**config.mk**
```make
export PLATFORM = sky130hd
export DESIGN_NAME = gvn_queue
export DESIGN_NICKNAME = d
export VERILOG_FILES = /design/src/sv/gvn_pkg.sv /design/src/sv/gvn_queue.sv
export SDC_FILE = /design/constraint.sdc
export NUM_CORES = 1
export LEC_CHECK = 0
export ABC_AREA = 1
export BUFFER_PORTS_ARGS = -buffer_cell sky130_fd_sc_hd__buf_2
export CAP_MARGIN = 15
export CORE_AREA = 2 2 81 83
export CTS_CLUSTER_DIAMETER = 50
export CTS_CLUSTER_SIZE = 8
export DETAILED_ROUTE_END_ITERATION = 16
export DIE_AREA = 0 0 83 85
export PLACE_DENSITY = 0.56
export SLEW_MARGIN = 10
export SYNTH_ARGS = -nofsm -noshare
export SYNTH_HDL_FRONTEND = slang
export SYNTH_SLANG_ARGS = --single-unit
```
**constraint.sdc**
```tcl
create_clock -name clk -period 3 [get_ports clk]
set_input_delay 0.45 -clock clk [delete_from_list [all_inputs] [get_ports clk]]
set_output_delay 0.45 -clock clk [all_outputs]
set_load 0.02 [all_outputs]
```
**src/sv/gvn_pkg.sv**
```systemverilog
// shared types, constants and helpers for the grid vertex normal estimator
// no dependencies
`default_nettype none
package gvn_pkg;

  // geometry and storage
  localparam int MAX_COLS   = 32;
  localparam int COORD_BITS = 20;
  localparam int ROWS_W     = 12;
  localparam int NCOL_W     = 6;
  localparam int COL_W      = $clog2(MAX_COLS);
  localparam int CNT_W      = $clog2(MAX_COLS + 1);
  localparam int SLOT_W     = 2;
  localparam int DEPTH      = 3 * MAX_COLS;
  localparam int ADDR_W     = $clog2(DEPTH);

  // arithmetic widths
  localparam int DIFF_SHIFT = (COORD_BITS > 29) ? COORD_BITS - 29 : 0;
  localparam int DIFF_W     = COORD_BITS + 1 - DIFF_SHIFT;
  localparam int CROSS_W    = 2 * DIFF_W + 1;
  localparam int PROD_W     = 2 * DIFF_W;
  localparam int MAG_B      = 30;
  localparam int SQ_W       = 64;
  localparam int ROOT_STEPS = SQ_W / 2;
  localparam int ROOT_CW    = $clog2(ROOT_STEPS);
  localparam int LEN_W      = 32;
  localparam int FRAC_B     = 14;
  localparam int QUO_W      = FRAC_B + 1;
  localparam int QCNT_W     = $clog2(QUO_W);
  localparam int NUM_W      = MAG_B + FRAC_B + 1;
  localparam int NORM_W     = 16;
  localparam int ACC_W      = NORM_W + 3;

  // configuration port
  localparam int CFG_IDX_W  = 2;
  localparam int CFG_DATA_W = 12;
  localparam logic [CFG_IDX_W-1:0] REG_ROWS    = 2'd0;
  localparam logic [CFG_IDX_W-1:0] REG_COLS    = 2'd1;
  localparam logic [CFG_IDX_W-1:0] REG_OUTWARD = 2'd2;

  typedef logic signed [COORD_BITS-1:0] coord_t;
  typedef logic signed [DIFF_W-1:0]     diff_t;
  typedef logic signed [CROSS_W-1:0]    cross_t;
  typedef logic signed [NORM_W-1:0]     norm_t;

  typedef struct packed {
    coord_t x;
    coord_t y;
    coord_t z;
  } vtx_t;

  typedef struct packed {
    logic              en;
    logic [ADDR_W-1:0] addr;
    vtx_t              data;
  } wr_t;

  // one row emission handed from front to back
  typedef struct packed {
    logic [ROWS_W-1:0] row;
    logic [SLOT_W-1:0] slot_cur;
    logic [SLOT_W-1:0] slot_prev;
    logic [SLOT_W-1:0] slot_next;
    logic              has_prev;
    logic              has_next;
    logic              last_run;
  } cmd_t;

  function automatic logic [SLOT_W-1:0] slot_before(logic [SLOT_W-1:0] s);
    return (s == 2'd0) ? 2'd2 : s - 2'd1;
  endfunction

  function automatic logic [SLOT_W-1:0] slot_after(logic [SLOT_W-1:0] s);
    return (s == 2'd2) ? 2'd0 : s + 2'd1;
  endfunction

  function automatic logic [ADDR_W-1:0] store_addr(logic [SLOT_W-1:0] s,
                                                   logic [COL_W-1:0] c);
    return ADDR_W'(s) * ADDR_W'(MAX_COLS) + ADDR_W'(c);
  endfunction

  // difference a - b, magnitude trimmed for very wide coordinates
  function automatic diff_t diff_of(coord_t a, coord_t b);
    logic signed [COORD_BITS:0] d;
    logic [COORD_BITS:0]        m;
    diff_t                      r;
    d = {a[COORD_BITS-1], a} - {b[COORD_BITS-1], b};
    m = d[COORD_BITS] ? -d : d;
    m = m >> DIFF_SHIFT;
    r = signed'(DIFF_W'(m));
    return d[COORD_BITS] ? -r : r;
  endfunction

endpackage
`default_nettype wire

```
**src/sv/gvn_queue.sv**
```systemverilog
// two-entry command queue between front and back; uses gvn_pkg
`default_nettype none
module gvn_queue (
  input  wire logic          clk,
  input  wire logic          rst,
  input  wire logic          push,
  input  wire gvn_pkg::cmd_t push_cmd,
  input  wire logic          pop,
  output gvn_pkg::cmd_t      head,
  output logic               empty,
  output logic               full
);
  import gvn_pkg::*;

  cmd_t       slots [2];
  logic       wptr;
  logic       rptr;
  logic [1:0] count;

  always_comb begin
    head  = slots[rptr];
    empty = (count == 2'd0);
    full  = (count == 2'd2);
  end

  always_ff @(posedge clk) begin
    if (push) slots[wptr] <= push_cmd;
  end

  always_ff @(posedge clk) begin
    if (rst) begin
      wptr  <= 1'b0;
      rptr  <= 1'b0;
      count <= 2'd0;
    end else begin
      if (push) wptr <= !wptr;
      if (pop) rptr <= !rptr;
      count <= count + 2'(push) - 2'(pop);
    end
  end

endmodule
`default_nettype wire

```
# Yosys cells after proc, flatten, opt, wreduce, memory -nomap -nowiden

Memory sizes are Yosys's and may differ from the RTL's. A register that Yosys moved wholly into a read port is not among the register bits.
Index checks and enable logic that the tools add are counted.

Bits of input ports: 25
Output and inout port bits: 23
Flip-flop bits (word level): 4
Bits in writable memories: 42
Memories kept: 1
Word-level logic and storage cells: 14

Memories:

| name  | depth | width | read ports | clocked after Yosys merged registers in | write ports | line            | text |
|---|---|---|---|---|---|---|---|
| slots | 2     | 21    | 1          | 1                                       | 1           | gvn_queue.sv:15 | `cmd_t slots [2];` |

Eq/ne operators: 1
Reductions and logical operators: 3
Add/subtract/negate cells: 2
Muxes and demuxes: 4

Operator list:

| cell                                 | number |
|---|---|
| two-way mux 1 bit                    | 4 |
| adder 2 x 1 -> 2 bit                 | 1 |
| == test 2 bit, second input constant | 1 |
| logical NOT 1 bit                    | 2 |
| logical NOT 2 bit                    | 1 |
| subtractor 2 x 1 -> 2 bit            | 1 |

# Depth between registers and ports, before layout

Gate-level depths: netlist of run 1.

Depth in word-level cells: 3
Depth in mapped cells: 7
Gate-level depth less buffers: 7

# Worst setup path after synthesis of run 1

Ideal clock, no wire load.

Path kind: input -> register
Start: input port push
End: memory slots[0][0] (netlist bit) (enable)
Stages: 2
Path slack: 1.221 ns
Arrival: 1.380 ns
Path through: inv_1 -> nor2_1

Longest elaborated chain between the ends: 2

Ends and longest elaborated chain:

| element                                 | line            | text |
|---|---|---|
| start, declared                         | gvn_queue.sv:6  | `input wire logic push,` |
| two-way mux 1 bit                       | gvn_queue.sv:27 | `if (push) slots[wptr] <= push_cmd;` |
| two-way mux 1 bit (not written as such) | gvn_queue.sv:27 |  |
| end, declared                           | gvn_queue.sv:15 |  |

No other way between the ends.

==> results.txt, run 1 <==
Outcome: finished clean
Worst hold start: push_cmd[11]
DR pass1 iterations: 4
Crit-path cells: buf_4 > mux2_4 > buf_2
CP endpoint kind: primary output
Ports: 48
Synth area leaders: edfxtp_1 (69%), mux2_4 (17%), dfxtp_1 (5.5%)
Critical path type: flip-flop to primary output
Root Buffer: clkbuf_8
Sw frac: 23.40%
Placement Cell Area: 0.002146 mm^2
First-pass GRT wire length: 4.678 mm
DR DRC count: 0
TritonCTS clock tree: built
Mean Syn Cell Area: 18.95 um^2
Final setup vio count: 0
Post-synth ARST share: 0%
Mapped Area: 0.001819 mm^2
CTS Buffer Depth: 2
Relative slew margins: 41.07%
Share of cells above drive strength 1: 50.99%
Worst-skew pair later-pin latency: 0.28 ns
Drt initial violations: 82
WHS Endpoint: slots[0][11]$_DFFE_PP_
Synth warn: 0
Slew @ Worst Pin: 0.8829 ns
CTS sink cnt: 47
IO buf count: 47
Reg2reg end: slots[1][7]$_DFFE_PP_
Fin. Hold Viols: 0
Final slew viol count: 0
DP HPWL: 2.228 mm
Critical path fanouts, max: 13
Initial antenna violation count: 0
DIE HEIGHT: 85 um
CP max stage delay: 0.63 ns
CTS Buf Count: 5
Power density over the cells: 593.6 mW/mm^2
Leak pwr: 0.9145 nW
Clock power share: 26.0%
Non-Filler Instances: 228
Maximum capacitance violations: 0
Crit path time final: 2.207 ns
Clk slew on worst S/H paths: 0.08 ns
Comb pwr share: 15.6%
Worst Reg-to-Reg Cells: 2
PostCTS Resize Cnt: 0
Clock skew: 0.007480 ns
Flop and latch count out of synthesis: 47
Seq/Total Area, Yosys: 74.83%
P_sw: 0.3094 mW
Peak Freq: 453.1 MHz
Count of mapped cells out of synthesis: 96
Path type of the worst min-delay path: input pin to flip-flop
Chip width: 83 um
Main synth FF type: edfxtp_1
Top-count cell post-synth: edfxtp_1
Placed insts: 220
Initial Utilization: 29.32%
Hold_buf cts: 0
Final period util: 73.57%
Remaining antenna violation count: 0
ANT cells: 0
WL/cell: 12.68 um
Nets: 177
Final core utilization: 35.89%
CP arrival: 1.76 ns
Finished Cell Area: 0.002227 mm^2
Post-synth top area cell: edfxtp_1
Post-synth top area share: 69.33%
TNS Setup: 0 ns
Slowest cell on crit path: dfxtp_1
Area Growth Syn to Fin: 22.42%
VDD IR max: 0.0002282 V
Worst reg2reg startpoint: wptr$_SDFFE_PP0P_
Hold depth: 1
CP required: 2.55 ns
GRT Util Overall: 8.677%
Syn nets: 123
GPL Wtd Cong: 0.6463
Fillers: 595
Die area: 0.007055 mm^2
Via count: 928
Largest net degree at the start of global routing: 23
Number of synthesized flops with an enable pin: 42
Synth top cells by count: edfxtp_1 (42), mux2_4 (20), inv_1 (8), nor2_1 (8), dfxtp_1 (5)
Via-to-Cell Ratio: 4.070
Postcts setup bufs: 0
Placeable Area: 0.006205 mm^2
CP startpoint kind: flip-flop
Post-synth cell types: 13
Num rows: 29
H-tree depth: 2
Routed wire length: 2.890 mm
Vias in the first global route: 1,036
Final Total Pwr: 1.322 mW
Grt ovf: 0
RSZ-0062 raised after global routing: false
Flop pwr share: 58.4%
Reg2reg setup slack: 1.56 ns
Internal: 1.013 mW
-- through the flow --
stage	worst slack (ns)	hold slack [ns]
3_3_place_gp	1.115	0.5041
6_report	0.7928	0.3490
5_1_grt	0.6709	0.3299
3_5_place_dp	1.069	0.5267
2_1_floorplan	1.221	0.4799
4_1_cts	0.7513	0.3388
-- per-layer routing --
| layer | GRT usage [%] | share of wire, % | vias to the layer above |
|---|---|---|---|
| met5 | 0 | 0 | - |
| met2 | 17.08 | 59 | 21 |
| met4 | 4.471 | 1.4 | 0 |
| met3 | 3.210 | 4.4 | 2 |
| met1 | 7.563 | 35 | 452 |
| li1 | - | - | 453 |
-- critical path: cells and delay by family (launching register included) --
family / cells / cell delay (ns)
buffers and inverters: 2 / 0.52
flip-flops: 1 / 0.63
multiplexers: 1 / 0.32
-- cell families after synthesis --
family | synth area share [%]
DFF | 74.83
AOI/OAI and AO/OA | 0.2748
adders and majority gates | 1.375
buffers and inverters | 2.889
muxes | 17.13
xor gates and xnor gates | 0.4815
and+or+nand+nor | 3.025
-- cell type report --
type                            instances  area (um^2)  area share [%]
Multi-Input combinational cell         39        407.9           18.31
Timing Repair Buffer                   49        250.2           11.24
Tap cell                               77        96.34           4.326
Sequential cell                        47         1361           61.12
Inverter                                8        30.03           1.348
Clock buffer                            7        76.32           3.427
Clock inverter                          1        5.005          0.2247
-- cell usage in the layout (no fill, tap or decap) --
cell type  synthesis  final
a21oi_1            1      1
buf_2              0     47
buf_4              0      2
clkbuf_1           0      2
clkbuf_8           0      5
clkinv_2           0      1
dfxtp_1            5      5
edfxtp_1          42     42
ha_1               2      2
inv_1              8      8
mux2_2             1      1
mux2_4            20     20
nand2_1            4      4
nand3_1            1      1
nor2_1             8      7
nor2_2             0      1
nor3_1             1      1
xnor2_1            1      1
-- how the worst max path moves through the flow --
| stage | startpoint | to |
|---|---|---|
| 6_report | flip-flop | head[0] |
| 5_1_grt | flip-flop | head[11] |
| 4_1_cts | flip-flop | head[11] |
| 3_5_place_dp | flip-flop | head[11] |
| 3_3_place_gp | flip-flop | head[3] |
| 2_1_floorplan | push | slots[0][0]$_DFFE_PP_ |
-- state kept, by name, summed over array words and instances (netlist names), named ones only --
signal	cells
slots	42
count	2
rptr	1
wptr	1
-- power groups by stage --
stage               logic [mW]  clock network, mW  registers (mW)
floorplan                0.149                  0           0.780
global placement         0.202                  0           0.785
detailed placement       0.210                  0           0.788
CTS                      0.211              0.360           0.773
global route             0.224              0.387           0.777
finish                   0.206              0.344           0.772
Power figures use the tool's default switching activity.
==> run 2, diff against run 1 <==
==> constraint.sdc (replaced) <==
create_clock -name clk -period 2.1 [get_ports clk]
set_input_delay 0.315 -clock clk [delete_from_list [all_inputs] [get_ports clk]]
set_output_delay 0.315 -clock clk [all_outputs]
set_load 0.02 [all_outputs]
==> run 2 against run 1 <==
Global-route usage is 0.15 points lower. Non-clock buffer count is 1 higher. Worst setup slack worse by 0.48 ns. Clock power is 42% higher. Critical path type unchanged. First-iteration DRC count is 16% lower. Critical path depth stayed put.
==> results.txt, run 2 (synthesis results as in run 1) <==
DR DRC count: 0 (unchanged)
CTS sink cnt: 47 (unchanged)
TNS Setup: 0 ns (unchanged)
Worst hold start: push_cmd[4]
Critical path type: flip-flop to primary output
Nets: 178 (+0.56%)
Worst Slack Setup Final: 0.3166 ns (-0.4761 ns)
Via-to-Cell Ratio: 3.996 (-1.8%)
Drt initial violations: 69 (-16%)
Outcome: finished clean
CTS Buffer Depth: 2 (unchanged)
Worst Reg-to-Reg Cells: 7 (+5)
H-tree depth: 2 (unchanged)
DIE HEIGHT: 85 um (unchanged)
Worst reg2reg startpoint: count[0]$_SDFF_PP0_
Placed insts: 221 (+0.45%)
Non-Filler Instances: 229 (+0.44%)
Initial antenna violation count: 0 (unchanged)
Via count: 915 (-1.4%)
WL/cell: 12.29 um (-3.1%)
CTS Buf Count: 5 (unchanged)
GPL Wtd Cong: 0.6884 (+6.5%)
PostCTS Resize Cnt: 0 (unchanged)
Max reg flops: 42 (unchanged)
CP required: 1.78 ns (-0.77 ns)
Worst-skew pair later-pin latency: 0.28 ns (about the same)
CP startpoint kind: flip-flop
VDD IR max: 0.0002496 V (+9.4%)
Final setup vio count: 0 (unchanged)
Slew @ Worst Pin: 0.3722 ns (-0.5107 ns)
TritonCTS clock tree: built
Share of cells above drive strength 1: 50.66% (-0.34 points)
Largest net degree at the start of global routing: 22 (-4.3%)
Final period util: 84.92%
CP endpoint kind: primary output
Chip width: 83 um (unchanged)
Die area: 0.007055 mm^2 (unchanged)
Maximum capacitance violations: 0 (unchanged)
Grt ovf: 0 (unchanged)
Register area: 0.001361 mm^2 (unchanged)
Path type of the worst min-delay path: input pin to flip-flop
Routed wire length: 2.814 mm (-2.6%)
ANT cells: 0 (unchanged)
Pre-CTS setup slack: 0.5972 ns (-0.4713 ns)
Leak pwr: 0.9170 nW (+0.28%)
WHS: 0.2204 ns (-0.1286 ns)
GRT Util Overall: 8.523% (-0.15 points)
Root Buffer: clkbuf_8
Registers with the most flip-flops: slots: 42 flops, count: 2 flops
First-pass GRT wire length: 4.526 mm (-3.2%)
IO buf count: 47 (unchanged)
Ports: 48 (unchanged)
RSZ-0062 raised after global routing: false
Vias in the first global route: 1,006 (-2.9%)
DR pass1 iterations: 3 (-1)
Reg2reg setup slack: 0.91 ns (-0.65 ns)
Reg2reg end: count[1]$_SDFF_PP0_
Critical path fanouts, max: 21 (+8)
DP HPWL: 2.100 mm (-5.7%)
Commonest non-fill, non-tap cell in the layout: buf_2
Area Growth Syn to Fin: 22.76%
Crit path time final: 1.783 ns
Power density over the cells: 844.0 mW/mm^2 (+42%)
Hold depth: 1 (unchanged)
Fillers: 591 (-0.67%)
Top reg by flops: slots
Relative slew margins: 75.19% (+34 points)
Clock skew: 0.003085 ns (-0.004395 ns)
Peak Freq: 560.7 MHz
Initial Utilization: 29.32% (unchanged)
Finished Cell Area: 0.002233 mm^2 (+0.28%)
Final slew viol count: 0 (unchanged)
Fin. Hold Viols: 0 (unchanged)
Remaining antenna violation count: 0 (unchanged)
Postcts setup bufs: 0 (unchanged)
Commonest cells after routing, fill and taps aside: buf_2 (47), edfxtp_1 (42), mux2_4 (20)
Placement Cell Area: 0.002153 mm^2 (+0.35%)
Clk slew on worst S/H paths: 0.07 ns (about the same)
Area of the multi-input gates: 407.9 um^2 (unchanged)
Hold_buf cts: 0 (unchanged)
CP arrival: 1.47 ns (-0.29 ns)
WHS Endpoint: slots[1][4]$_DFFE_PP_
Num rows: 29 (unchanged)
Placeable Area: 0.006205 mm^2 (unchanged)
[run 2: changes by cell type in the layout (fill, tap and decap cells not counted), sizes merged]
cell	previous run	this run
buf	49	50
clkbuf	7	8
clkinv	1	0
[run 2: area by class of cell]
class	instances	share of cell area [%]
Sequential cell	47	60.95
Timing Repair Buffer	50	11.54
Inverter	8	1.345
Clock buffer	8	3.585
Multi-Input combinational cell	39	18.26
Tap cell	77	4.314
[run 2: per-layer routing]
| layer | vias to the layer above | track usage, % | share of wire (%) |
|---|---|---|---|
| met2 | 18 | 15.84 | 59 |
| met3 | 2 | 1.751 | 3.0 |
| met1 | 438 | 8.349 | 37 |
| li1 | 457 | - | - |
| met4 | 0 | 6.259 | 1.4 |
| met5 | - | 0 | 0 |
[run 2: stage by stage]
step | util [%] | total power [mW]
after floorplan | - | 1.327
after global placement | 34.70 | 1.412
after detailed placement | 34.70 | 1.427
after CTS | 36.00 | 1.920
after global routing | 36.00 | 1.996
final | 36.00 | 1.885
[run 2: worst max path at each step]
stage,from,slack (ns),to,cells past startpoint
2_1_floorplan,push,0.46,slots[0][0]$_DFFE_PP_,2
3_3_place_gp,flip-flop,0.62,head[20],3
3_5_place_dp,flip-flop,0.60,head[20],3
4_1_cts,flip-flop,0.27,head[20],3
5_1_grt,flip-flop,0.19,head[20],3
6_report,flip-flop,0.32,head[20],3
[run 2: report_power, final]
group	internal [mW]	total (mW)	switching [mW]
Sequential	1.08	1.09	0.0170
Combinational	0.136	0.303	0.167
Clock	0.236	0.487	0.250
[run 2: worst max-delay path, cell delays in order, from the launching register on]
cell and delay (ns):
dfxtp_1 0.31, buf_4 0.34, mux2_2 0.38, buf_2 0.16
